## src/hdl/lpg_pkg.sv

```systemverilog
// Package for the LED pattern generator: mode and register codes, pattern
// marks and the counter state record shared by the step logic and the top level.
// No dependencies.
package lpg_pkg;

  localparam logic [2:0] MODE_BREATHE = 3'd0;
  localparam logic [2:0] MODE_SLOW    = 3'd1;
  localparam logic [2:0] MODE_FAST    = 3'd2;
  localparam logic [2:0] MODE_PULSE   = 3'd3;
  localparam logic [2:0] MODE_IDLE    = 3'd4;

  localparam logic [1:0] REG_LIGHT_MODE  = 2'd0;
  localparam logic [1:0] REG_ACTIVE_HIGH = 2'd1;
  localparam logic [1:0] REG_PWM_PERIOD  = 2'd2;

  localparam logic [15:0] TICK_MAX       = 16'hFFFF;
  localparam logic [15:0] RISE_END       = 16'd1600;
  localparam logic [15:0] FALL_START     = 16'd2000;
  localparam logic [15:0] MARK_SLOW      = 16'd1000;
  localparam logic [15:0] MARK_FAST      = 16'd300;
  localparam logic [15:0] MARK_PULSE     = 16'd100;
  localparam logic [15:0] PULSE_HOLD_END = 16'd1000;

  localparam logic [6:0] STEP_LAST = 7'd79;
  localparam logic [6:0] P100_LAST = 7'd99;
  localparam logic [8:0] P300_LAST = 9'd299;
  localparam logic [9:0] P1K_LAST  = 10'd999;

  localparam logic [4:0] THR_PEAK = 5'd20;

  // phase fields track tick modulo 80, 100, 300 and 1000
  typedef struct packed {
    logic [15:0] tick;
    logic [6:0]  ph80;
    logic [6:0]  ph100;
    logic [8:0]  ph300;
    logic [9:0]  ph1000;
    logic [15:0] pwm;
    logic [4:0]  thr;
    logic        led;
  } state_t;

endpackage

```

## src/hdl/lpg_step.sv

```systemverilog
// Next-state logic for one tick of the LED pattern generator.
// Depends on lpg_pkg.
module lpg_step (
  input  logic [2:0]     light_mode,
  input  logic [15:0]    pwm_period,
  input  lpg_pkg::state_t cur,
  output lpg_pkg::state_t nxt
);
  import lpg_pkg::*;

  state_t      adv;
  logic [15:0] pwm_inc;
  logic [4:0]  thr_new;
  logic        restart;
  logic        advance;

  always_comb begin
    adv = cur;
    if (cur.tick == TICK_MAX) begin
      adv.tick   = '0;
      adv.ph80   = '0;
      adv.ph100  = '0;
      adv.ph300  = '0;
      adv.ph1000 = '0;
    end else begin
      adv.tick   = cur.tick + 16'd1;
      adv.ph80   = (cur.ph80 == STEP_LAST) ? '0 : cur.ph80 + 7'd1;
      adv.ph100  = (cur.ph100 == P100_LAST) ? '0 : cur.ph100 + 7'd1;
      adv.ph300  = (cur.ph300 == P300_LAST) ? '0 : cur.ph300 + 9'd1;
      adv.ph1000 = (cur.ph1000 == P1K_LAST) ? '0 : cur.ph1000 + 10'd1;
    end
  end

  always_comb begin
    nxt     = cur;
    restart = 1'b0;
    advance = 1'b1;
    pwm_inc = cur.pwm + 16'd1;
    thr_new = cur.thr;
    unique case (light_mode)
      MODE_BREATHE: begin
        nxt.led = (cur.pwm > {11'd0, cur.thr});
        nxt.pwm = (pwm_inc >= pwm_period) ? '0 : pwm_inc;
        if (cur.ph80 == '0) begin
          if (cur.tick < RISE_END) begin
            thr_new = cur.thr + 5'd1;
          end else if (cur.tick >= FALL_START) begin
            thr_new = cur.thr - 5'd1;
          end
          restart = (thr_new == '0);
        end
        nxt.thr = thr_new;
      end
      MODE_SLOW: begin
        if (cur.ph1000 == '0) begin
          if (cur.tick == '0) nxt.led = 1'b1;
          else if (cur.tick == MARK_SLOW) nxt.led = 1'b0;
          else restart = 1'b1;
        end
      end
      MODE_FAST: begin
        if (cur.ph300 == '0) begin
          if (cur.tick == '0) nxt.led = 1'b1;
          else if (cur.tick == MARK_FAST) nxt.led = 1'b0;
          else restart = 1'b1;
        end
      end
      MODE_PULSE: begin
        if (cur.ph100 == '0) begin
          if (cur.tick == '0) nxt.led = 1'b1;
          else if (cur.tick == MARK_PULSE) nxt.led = 1'b0;
          else if (cur.tick >= PULSE_HOLD_END) restart = 1'b1;
        end
      end
      default: begin
        advance = 1'b0;
      end
    endcase
    if (restart) begin
      nxt.tick   = '0;
      nxt.ph80   = '0;
      nxt.ph100  = '0;
      nxt.ph300  = '0;
      nxt.ph1000 = '0;
    end else if (advance) begin
      nxt.tick   = adv.tick;
      nxt.ph80   = adv.ph80;
      nxt.ph100  = adv.ph100;
      nxt.ph300  = adv.ph300;
      nxt.ph1000 = adv.ph1000;
    end
  end

endmodule

```

## src/hdl/led_pattern_generator_top.sv

```systemverilog
// LED pattern generator top level: counter state, configuration registers
// and the result register. Depends on lpg_pkg and lpg_step.
//
// Usage: every item on the in_ channel is one tick (in_tdata[0] = 1 advances
// the pattern, 0 leaves it and reports the current levels). Each accepted
// item yields exactly one result on the out_ channel carrying the LED state
// after the tick and the pin level after polarity.
// The result is registered and valid in the cycle after the item is accepted.
// Throughput: one item per cycle unless out_tready stalls; the counter update
// is a single pass of compares and increments between the state and result registers.
// in_tready stays high while the result register is empty or being drained,
// so a stall on out_tready holds the result and back-pressures the input.
// Configuration: cfg_wr_en with cfg_index 0 (light_mode), 1 (active_high)
// or 2 (pwm_period); writing light_mode clears the tick, PWM and threshold
// counters. Write only while no item is in flight.
// Reset (rst_n low, synchronous): idle mode, active-high pin, PWM period 10,
// all counters cleared, LED unlit, result register empty.
module led_pattern_generator_top (
  input  logic        clk,
  input  logic        rst_n,
  input  logic        in_tvalid,
  output logic        in_tready,
  input  logic [7:0]  in_tdata,   // [0] tick
  output logic        out_tvalid,
  input  logic        out_tready,
  output logic [7:0]  out_tdata,  // [0] led_lit, [1] pin_level
  input  logic        cfg_wr_en,
  input  logic [1:0]  cfg_index,
  input  logic [15:0] cfg_wdata
);
  import lpg_pkg::*;

  logic [2:0]  mode_r;
  logic        active_high_r;
  logic [15:0] period_r;
  state_t      state_r;
  state_t      state_nxt;
  state_t      step_nxt;
  logic        out_valid_r;
  logic        led_out_r;
  logic        pin_out_r;
  logic        in_acc;
  logic        led_nxt;

  assign in_tready  = !out_valid_r || out_tready;
  assign in_acc     = in_tvalid && in_tready;
  assign out_tvalid = out_valid_r;
  assign out_tdata  = {6'd0, pin_out_r, led_out_r};

  lpg_step u_step (
    .light_mode (mode_r),
    .pwm_period (period_r),
    .cur        (state_r),
    .nxt        (step_nxt)
  );

  always_comb begin
    state_nxt = state_r;
    if (cfg_wr_en && cfg_index == REG_LIGHT_MODE) begin
      state_nxt.tick   = '0;
      state_nxt.ph80   = '0;
      state_nxt.ph100  = '0;
      state_nxt.ph300  = '0;
      state_nxt.ph1000 = '0;
      state_nxt.pwm    = '0;
      state_nxt.thr    = '0;
    end else if (in_acc && in_tdata[0]) begin
      state_nxt = step_nxt;
    end
  end

  assign led_nxt = state_nxt.led;

  always_ff @(posedge clk) begin
    if (!rst_n) begin
      mode_r        <= MODE_IDLE;
      active_high_r <= 1'b1;
      period_r      <= 16'd10;
      state_r       <= '0;
      out_valid_r   <= 1'b0;
    end else begin
      state_r <= state_nxt;
      if (cfg_wr_en) begin
        unique case (cfg_index)
          REG_LIGHT_MODE:  mode_r <= cfg_wdata[2:0];
          REG_ACTIVE_HIGH: active_high_r <= cfg_wdata[0];
          REG_PWM_PERIOD:  period_r <= cfg_wdata;
          default: ;
        endcase
      end
      if (in_acc) begin
        out_valid_r <= 1'b1;
      end else if (out_tready) begin
        out_valid_r <= 1'b0;
      end
    end
  end

  always_ff @(posedge clk) begin
    if (in_acc) begin
      led_out_r <= led_nxt;
      pin_out_r <= active_high_r ? led_nxt : !led_nxt;
    end
  end

`ifndef SYNTHESIS
  a_phase_zero: assert property (@(posedge clk) disable iff (!rst_n)
    state_r.tick == '0 |-> (state_r.ph80 == '0 && state_r.ph100 == '0 &&
                            state_r.ph300 == '0 && state_r.ph1000 == '0))
    else $error("phase counters out of step with tick counter");

  a_result_follows: assert property (@(posedge clk) disable iff (!rst_n)
    in_acc |=> out_tvalid)
    else $error("accepted item produced no result");

  a_thr_bound: assert property (@(posedge clk) disable iff (!rst_n)
    state_r.thr <= THR_PEAK)
    else $error("brightness threshold beyond its peak");

  a_mode_clear: assert property (@(posedge clk) disable iff (!rst_n)
    cfg_wr_en && cfg_index == REG_LIGHT_MODE |=>
      (state_r.tick == '0 && state_r.pwm == '0 && state_r.thr == '0))
    else $error("mode write did not clear counters");
`endif

endmodule
```

## config.mk

```make
export PLATFORM = sky130hd
export DESIGN_NAME = led_pattern_generator_top
export DESIGN_NICKNAME = d
export VERILOG_FILES = /design/src/hdl/lpg_pkg.sv /design/src/hdl/lpg_step.sv /design/src/hdl/led_pattern_generator_top.sv
export SDC_FILE = /design/constraint.sdc
export NUM_CORES = 1
export LEC_CHECK = 0
export ABC_AREA = 0
export BUFFER_PORTS_ARGS = -buffer_cell sky130_fd_sc_hd__buf_2
export CORE_ASPECT_RATIO = 0.75
export CORE_MARGIN = 2
export CORE_UTILIZATION = 33
export CTS_BUF_LIST = sky130_fd_sc_hd__clkbuf_8 sky130_fd_sc_hd__clkbuf_16
export DETAILED_ROUTE_END_ITERATION = 6
export MAX_ROUTING_LAYER = met4
export PLACE_DENSITY = 0.57
export SYNTH_ARGS = -nofsm -noshare
export SYNTH_HDL_FRONTEND = slang
export SYNTH_SLANG_ARGS = --single-unit
```

## constraint.sdc

```tcl
create_clock -name clk -period 4.5 [get_ports clk]
set_clock_uncertainty 0.15 [all_clocks]
set_input_delay 0.675 -clock clk [delete_from_list [all_inputs] [get_ports clk]]
set_output_delay 0.675 -clock clk [all_outputs]
set_load 0.05 [all_outputs]
```

==> impl_results.md <==
- Status: completed
- First-pass iteration count of the detailed router: 5
- FF+latch count, synth: 94
- Most frequent cells in the layout: nand2_1 (127), dfxtp_1 (92), inv_1 (50)
- Root buf cell: clkbuf_16
- H-Tree Depth: 3
- Total GRT Usage: 16.8%
- CP Launch Type: register
- FFs w/ async S/R, synth: 0%
- CTS Hold Buffers Added: 0
- Pwr dens: 276 mW/mm^2
- Headroom to the max-slew limit: 44.0%
- Die Height: 119 um
- First-pass GRT wire length: 24500 um
- # fillers: 1823
- Slowest CP cell: a2111oi_0
- Synth Instances: 757
- Critical path fanouts, max: 8
- Placed cell count: 997
- CTS tree: done
- Layout area overhead: 10.7%
- Die width: 157 um
- Min Tclk post-route: 3960 ps
- Worst-case clock buffer depth: 2
- Warnings, synthesis: 0
- Total number of vias: 5235
- Crit-path cells: nand4_1, nor3_1, nand3_1, xnor2_1, ha_1, a21o_1, a21o_1, a21oi_1, nand2b_1, a2111oi_0, o21ai_0, a21oi_1, a21o_1
- Number of enable flip-flop cells after synthesis: 2
- CP Buf/Inv Count: 0
- Post-cts sizing count: 0
- Final setup viols: 0
- Initial antenna violation count: 0
- Register area share after synthesis: 32.7%
- Setup TNS: 0 ps
- Worst-Margin Slew: 831 ps
- Maxcap violations: 0
- Avg Synthesized Cell Area: 7.68 um^2
- Cell mode on critical path: a21o_1
- Total wire length: 14700 um
- Cell variety after synth: 62
- Delay-heaviest family, CP: compound AO/OA/AOI/OAI gates
- Core footprint: 0.0174 mm^2
- I/O pins: 41
- CP max stage delay: 570 ps
- Main flop type after synthesis: dfxtp_1
- Clk pin slew, worst setup/hold paths: 70 ps
- CP Data Arrival Time: 4110 ps
- Ratio of cells with drive above 1 in the final layout: 8.43%
- Vias per cell: 5.17
- Required @ worst endpoint: 4650 ps
- Grt total ovfl: 0
- DRC: 0
- # clock sinks: 94
- Pin count of the biggest net entering global routing: 35
- Drt initial violations: 465
- HPWL Detailed: 10400 um
- Post-CTS Setup Bufs: 0
- Layout Nets: 831
- Most common cell after layout, fill and taps aside: nand2_1
- Row count: 42
- Final ANT Viol Nets: 0
- Crit. End Element: register
- Leakage: 2.33 nW
- RSZ-0062 raised after global routing: no
- Mapped cell area: 0.00582 mm^2
- RePlAce Congestion: 0.837
- Port bufs: 27
- Crit Path Category: reg -> reg
- Ant. Diodes: 0
- Hold Crit Class: reg -> reg
- Peak Freq: 0.252 GHz
- Fin. Hold Viols: 0
- Min Hold Slack: 314 ps
- Clk_lat worst skew: 360 ps
- Initial Util: 33.3%
- Post-Layout Cell Count: 1013
- Final Max Slew Viols: 0
- Die area: 0.0187 mm^2
- WL per Instance: 14.5 um
- Worst VDD drop: 0.170 mV
- Vias in the first global route: 4705
- Final Cycle Share: 88.0%
- Num CTS Buffers: 9
-- worst min-delay path: cells and delay by family (launching register included) --
kind             cells  cell delay (ps)
AO/OA/AOI/OAI        1               60
flip-flops           1              310
AND/OR/NAND/NOR      1               50
-- flip-flops by register name, summed over array words and instances (netlist names) --
name / count
active_high_r: 1
mode_r: 3
pin_out_r: 1
period_r: 16
state_r: 71
led_out_r: 1
out_tvalid: 1
-- cells in the mapped netlist (5+ instances only) --
cell	instances	area [um^2]
and3_1	8	50.1
buf_2	9	45.0
o211ai_1	7	52.6
a31oi_1	8	50.1
xnor2_1	22	193
nor2_1	45	169
a21boi_0	16	120
nor4_1	13	81.3
nand2b_1	15	93.8
a21oi_1	26	130
nor3_1	20	100
o311ai_0	5	43.8
or2_2	5	31.3
dfxtp_1	92	1840
nor2b_1	6	37.5
nand3_1	38	190
nand2_1	127	477
ha_1	34	425
a21o_1	13	97.6
nand4_1	28	175
clkbuf_1	22	82.6
o21ai_0	37	185
xor2_1	5	43.8
inv_1	50	188
or4_1	6	45.0
buf_4	11	82.6
nor3b_1	5	37.5
and2_1	5	31.3
or3_1	14	87.6
-- final timing paths --
kind,startpoint,endpoint,slack (ps),cells past startpoint
worst max-delay path,state_r[8]$_SDFFE_PP0P_,state_r[21]$_SDFFE_PP0P_,540,13
worst min-delay path,period_r[7]$_SDFFE_PN0P_,period_r[7]$_SDFFE_PN0P_,310,2
worst max register to register,state_r[8]$_SDFFE_PP0P_,state_r[21]$_SDFFE_PP0P_,540,13
worst min register to register,period_r[7]$_SDFFE_PN0P_,period_r[7]$_SDFFE_PN0P_,310,2
-- power by group --
group	switching, mW	internal (mW)	total (mW)
sequential	0.00580	0.843	0.849
combinational	0.0750	0.0324	0.107
clock	0.376	0.444	0.820
total	0.457	1.32	1.78
-- per-layer routing --
metal	GRT usage [%]	routed length, um
met4	3.58	118
met1	26.2	8070
met2	21.8	5730
met3	3.53	776
met5	-	0
-- through the flow --
step | worst slack (ps) | utilization (%) | instance area [um^2] | power [mW]
6_report | 539 | 36.9 | 6440 | 1.78
5_1_grt | 180 | 36.9 | 6440 | 1.85
4_1_cts | 613 | 36.9 | 6440 | 1.80
3_5_place_dp | 635 | 35.1 | 6130 | 0.976
3_3_place_gp | 693 | 35.1 | 6130 | 0.975
2_1_floorplan | 1430 | - | 5830 | 0.945
-- cells by family (layout without fill, tap and decap cells) --
| logic type | Yosys count | after routing | synth area share [%] |
|---|---|---|---|
| compound gates | 150 | 150 | 17.5 |
| xor+xnor | 27 | 27 | 4.07 |
| fa+ha+maj | 34 | 34 | 7.32 |
| buf+inv | 92 | 101 | 6.84 |
| flops | 94 | 94 | 32.7 |
| mux | 4 | 4 | 0.688 |
| other cells | 1 | 6 | 0.0645 |
| simple gates | 355 | 355 | 30.8 |
-- layout make-up --
class | instances | area [um^2] | share of cell area, %
well taps | 242 | 303 | 4.70
clock buffers | 9 | 225 | 3.50
inverters | 50 | 188 | 2.92
clock inverters | 7 | 86.3 | 1.34
flip-flops and latches | 94 | 1900 | 29.5
repair buffers | 35 | 195 | 3.03
multi-input cells | 576 | 3540 | 55.0
Power figures use the tool's default switching activity.
